$ cat src/rtl/core/rcat_pkg.sv
// Shared types and constants for the raster cache admission table.
// Request/result structs, status codes, register indexes and the
// controller/datapath command and status groups. No dependencies.
package rcat_pkg;

  localparam int TABLE_ENTRIES = 64;
  localparam int IDX_W         = $clog2(TABLE_ENTRIES);
  localparam int SLOT_W        = 6;
  localparam int SLOT_EXT_W    = (IDX_W > SLOT_W) ? IDX_W : SLOT_W;

  localparam int THR_W         = 4;
  localparam int LIM_W         = 20;
  localparam int CFG_DATA_W    = 20;
  localparam int CFG_IDX_W     = 1;
  localparam int REMOVED_W     = 7;

  localparam logic [THR_W-1:0] THR_RESET = 4'd3;
  localparam logic [LIM_W-1:0] LIM_RESET = 20'd10;

  localparam logic [CFG_IDX_W-1:0] CFG_ACCESS_THRESHOLD = 1'b0;
  localparam logic [CFG_IDX_W-1:0] CFG_OP_COUNT_LIMIT   = 1'b1;

  localparam logic [2:0] ST_EMPTY    = 3'd0;
  localparam logic [2:0] ST_RESET    = 3'd1;
  localparam logic [2:0] ST_COUNTING = 3'd2;
  localparam logic [2:0] ST_HIT      = 3'd3;
  localparam logic [2:0] ST_RASTER   = 3'd4;
  localparam logic [2:0] ST_FULL     = 3'd5;
  localparam logic [2:0] ST_SWEEP    = 3'd6;

  typedef struct packed {
    logic        mode;
    logic [31:0] picture_id;
    logic [15:0] size_width;
    logic [15:0] size_height;
    logic [19:0] op_count;
    logic        has_text;
  } in_req_t;

  typedef struct packed {
    logic [2:0]           status;
    logic [SLOT_W-1:0]    slot;
    logic                 image_ready;
    logic [REMOVED_W-1:0] removed_count;
  } out_rsp_t;

  // Width, height and access count of one entry, held in the entry memory.
  typedef struct packed {
    logic [15:0]      width;
    logic [15:0]      height;
    logic [THR_W-1:0] count;
  } entry_rec_t;

  typedef struct packed {
    logic capture;     // latch a new request
    logic lookup;      // key compare and entry read
    logic sweep_step;  // visit one entry of the sweep
    logic finish;      // apply update, load result register
  } ctrl_cmd_t;

  typedef struct packed {
    logic mode;        // latched request is a sweep
    logic sweep_last;  // sweep is on the last entry
    logic out_free;    // result register can take a result
  } ctrl_sts_t;

  function automatic logic [SLOT_W-1:0] slot_of(input logic [IDX_W-1:0] idx);
    logic [SLOT_EXT_W-1:0] ext;
    ext = SLOT_EXT_W'(idx);
    return ext[SLOT_W-1:0];
  endfunction

endpackage

$ cat src/rtl/core/rcat_ctrl.sv
// Sequencing controller for the raster cache admission table.
// Depends on rcat_pkg for the command and status structs.
module rcat_ctrl (
  input  logic              clk,
  input  logic              rst_n,
  input  logic              in_valid,
  output logic              in_stall,
  input  rcat_pkg::ctrl_sts_t sts,
  output rcat_pkg::ctrl_cmd_t cmd
);

  typedef enum logic [4:0] {
    S_IDLE   = 5'b00001,
    S_LOOKUP = 5'b00010,
    S_SWEEP  = 5'b00100,
    S_UPDATE = 5'b01000,
    S_DONE   = 5'b10000
  } state_t;

  state_t state_r, state_nxt;

  always_comb begin
    state_nxt = state_r;
    cmd       = '0;
    in_stall  = 1'b1;
    unique case (state_r)
      S_IDLE: begin
        in_stall = 1'b0;
        if (in_valid) begin
          cmd.capture = 1'b1;
          state_nxt   = S_LOOKUP;
        end
      end
      S_LOOKUP: begin
        cmd.lookup = 1'b1;
        state_nxt  = sts.mode ? S_SWEEP : S_UPDATE;
      end
      S_SWEEP: begin
        cmd.sweep_step = 1'b1;
        if (sts.sweep_last) state_nxt = S_DONE;
      end
      S_UPDATE, S_DONE: begin
        // finish once the result register frees up; take the next request too
        if (sts.out_free) begin
          cmd.finish = 1'b1;
          in_stall   = 1'b0;
          if (in_valid) begin
            cmd.capture = 1'b1;
            state_nxt   = S_LOOKUP;
          end else begin
            state_nxt = S_IDLE;
          end
        end
      end
      default: state_nxt = S_IDLE;
    endcase
  end

  always_ff @(posedge clk) begin
    if (!rst_n) begin
      state_r <= S_IDLE;
    end else begin
      state_r <= state_nxt;
    end
  end

endmodule

$ cat config.mk
export PLATFORM = sky130hd
export DESIGN_NAME = rcat_ctrl
export DESIGN_NICKNAME = d
export VERILOG_FILES = /design/src/rtl/core/rcat_pkg.sv /design/src/rtl/core/rcat_ctrl.sv
export SDC_FILE = /design/constraint.sdc
export NUM_CORES = 1
export LEC_CHECK = 0
export BUFFER_PORTS_ARGS = -buffer_cell sky130_fd_sc_hd__clkbuf_2
export CAP_MARGIN = 30
export CORE_AREA = 4 4 41 43
export CTS_CLUSTER_SIZE = 30
export DETAILED_ROUTE_END_ITERATION = 10
export DIE_AREA = 0 0 45 47
export PLACE_DENSITY_LB_ADDON = 0.08
export SYNTH_ARGS = -nofsm -noshare
export SYNTH_HDL_FRONTEND = slang
export SYNTH_SLANG_ARGS = --single-unit
$ cat constraint.sdc
create_clock -name clk -period 2.3 [get_ports clk]
set_input_delay 0.23 -clock clk [delete_from_list [all_inputs] [get_ports clk]]
set_output_delay 0.23 -clock clk [all_outputs]
set_load 0.02 [all_outputs]
==> results.ini <==
[synthesis]
mappedNetlistNets = 49
yosysWarnings = 0
syn_inst = 43
syn_area_sq_um = 362
syn_area_per_cell_sq_um = 8.41
yosysSeqAreaShare_pct = 27.7
ys_types = 28
synth_seq_cells = 5

[drt]
drc_errors = 0
drt_iter0_drc = 5
vias_per_cell = 5.01
via_count = 341
wire_per_inst_um = 11.5
ant_nets = 0
first_pass_iters = 2
drt-total-wl_um = 783

[global_routing]
grt_pass1_wl_mm = 1.37
grt_max_degree = 11
antenna_found_initial = 0
grt.total_usage_pct = 9.10
grt_overflow = 0
grt_pass1_vias = 320

[sta]
setup_viol_count_final = 0
fmaxAchievable_mhz = 505
hold_viol = 0
slew_headroom_pct = 79.3
skew_ns = 0.00397
fin_crit_sh_pct = 86.1
rsz0062_at_grt = no
final.setup.tns_ns = 0
max_slew.worst_pin.slew_ns = 0.310
finalCriticalPeriod_ns = 1.98
slew_violations = 0

[critical_path]
critical_path.top_delay_family = simple AND/OR/NAND/NOR gates
critPathArrivalTime_ns = 1.75
required_ns = 2.07
path_buf_inv = 1
critPathKind = reg2out
end_kind = output port
r2r_cells = 4
start_kind = register
cp.depth = 4
critPathMaxFanout = 9
path_cells = or3b_1 -> a211oi_1 -> and2_1 -> clkbuf_2
crit_path_top_delay_cell = dfxtp_1
critPathMaxStageDelay_ns = 0.44

[clock_tree]
cts_buffers = 3
root_buffer = clkbuf_4
clock_sinks = 5
ctsResizeCount = 0
ctsLongestPathBuffers = 2
postCtsSetupBuffers = 0
h-tree-depth = 1
clk_latency_ns = 0.24
cts_tree = yes
clk_pin_slew_ns = 0.04
cts_hold_buf = 0

[power]
p_clk_share_pct = 39.6
p_int_uw = 180
seq_power_share_pct = 40.4
ir_drop_mv = 0.339
powerDensity_mw_per_mm2 = 584
switching_share_pct = 27.3
p_comb_share_pct = 20.0
p_sw_uw = 67.7
leakage_uw = 0.000176
total_power_uw = 248

[floorplan]
core_area_sq_mm = 0.00130
die_w_um = 45
start_util_pct = 27.8
row_count = 13
io_pins = 11
die_height_um = 47
die_area_sq_mm = 0.00212

[flow_run]
drv_cap = 0

[placement]
portBuffers = 10
place.gp.congestion = 0.808

[cells_and_area]
antenna_cells = 0
fin_nets = 60
drive_above_1_share_pct = 30.2
largest_reg_flops = 5
final_util_pct = 32.6
syn2layout_area_growth_pct = 17.3
regMostFlops = state_r
top_regs = state_r: 5 flops

[run_status]
status = complete, no violations

[hold_path]
holdCritPathClass = in2reg
holdPathStages = 3

[per-layer routing]
layer	part of all wire [%]	wire length [um]	track usage [%]
met1	44	348	11.2
met2	48	373	13.6
met4	0	0	1.75
met5	0	0	0
met3	7.8	61	5.75
[cell usage after synthesis]
cell / n / area (sq um)
or3b_1: 1 / 8.76
and3_1: 1 / 6.26
nor3_1: 4 / 20.0
nor2b_1: 1 / 6.26
or4b_1: 2 / 20.0
nand2b_1: 1 / 6.26
nand3b_1: 2 / 15.0
buf_6: 2 / 22.5
or4b_4: 1 / 13.8
or4_1: 2 / 15.0
nand2_1: 1 / 3.75
a32oi_1: 1 / 8.76
a31o_1: 1 / 8.76
a211oi_1: 1 / 7.51
a21oi_1: 1 / 5.00
dfxtp_1: 5 / 100
o211ai_1: 1 / 7.51
inv_1: 2 / 7.51
buf_2: 2 / 10.0
nor4_1: 1 / 6.26
nor2_1: 3 / 11.3
nor2_2: 1 / 6.26
a21boi_1: 1 / 7.51
nor3b_1: 1 / 7.51
and2_1: 1 / 6.26
a21oi_2: 1 / 8.76
a31oi_1: 1 / 6.26
xor2_1: 1 / 8.76
[power by group through the flow]
stage	Clock (uW)	Sequential, uW	Combinational, uW
5_1_grt	109	102	56.0
2_1_floorplan	0	96.0	39.3
3_3_place_gp	0	101	49.8
3_5_place_dp	0	101	50.0
4_1_cts	104	100	50.2
6_report	98.2	100	49.4
[worst register-to-register path: cells and delay by family, from the launching register on]
| family | cells | cell delay, ns |
|---|---|---|
| AND/OR/NAND/NOR | 1 | 0.48 |
| AO/OA/AOI/OAI | 3 | 0.46 |
| flip-flops | 1 | 0.49 |
[cell type report]
type,instances,area (sq um)
sequential,5,100
tap,15,18.8
clock buffer,4,26.3
timing repair buffer,10,50.0
fill,149,877
inverter,2,7.51
multi-input combinational,32,221
[cells in the final DEF (no fill, tap or decap), drive strengths merged]
| cell type | n |
|---|---|
| a211oi | 1 |
| a21boi | 1 |
| a21oi | 2 |
| a31o | 1 |
| a31oi | 1 |
| a32oi | 1 |
| and2 | 1 |
| and3 | 1 |
| clkbuf | 14 |
| dfxtp | 5 |
| inv | 2 |
| nand2 | 1 |
| nand2b | 1 |
| nand3b | 2 |
| nor2 | 4 |
| nor2b | 1 |
| nor3 | 4 |
| nor3b | 1 |
| nor4 | 1 |
| o211ai | 1 |
| or3b | 1 |
| or4 | 2 |
| or4b | 3 |
| xor2 | 1 |
[cells by family after synthesis]
family | after synthesis | share of synthesized area (%)
AND/OR/NAND/NOR | 23 | 42.2
flip-flops | 5 | 27.7
XOR/XNOR | 1 | 2.42
AO/OA/AOI/OAI | 8 | 16.6
buffers and inverters | 6 | 11.1
[worst paths after layout]
path	from	to	slack [ns]
min	sts[1]	state_r[4]	0.25
max reg2reg	state_r[3]	state_r[0]	0.75
min reg2reg	state_r[0]	state_r[3]	0.57
max	state_r[0]	cmd[3]	0.32
[stage by stage]
stage | std cells | worst slack (ns) | hold slack [ns] | cell area, sq um
global route | 68 | 0.144 | 0.254 | 424
finish | 68 | 0.319 | 0.247 | 424
CTS | 68 | 0.290 | 0.241 | 424
detailed placement | 64 | 0.546 | 0.493 | 398
floorplan | 43 | 0.696 | 0.329 | 362
global placement | 64 | 0.618 | 0.491 | 398
(Power assumes the default switching activity.)
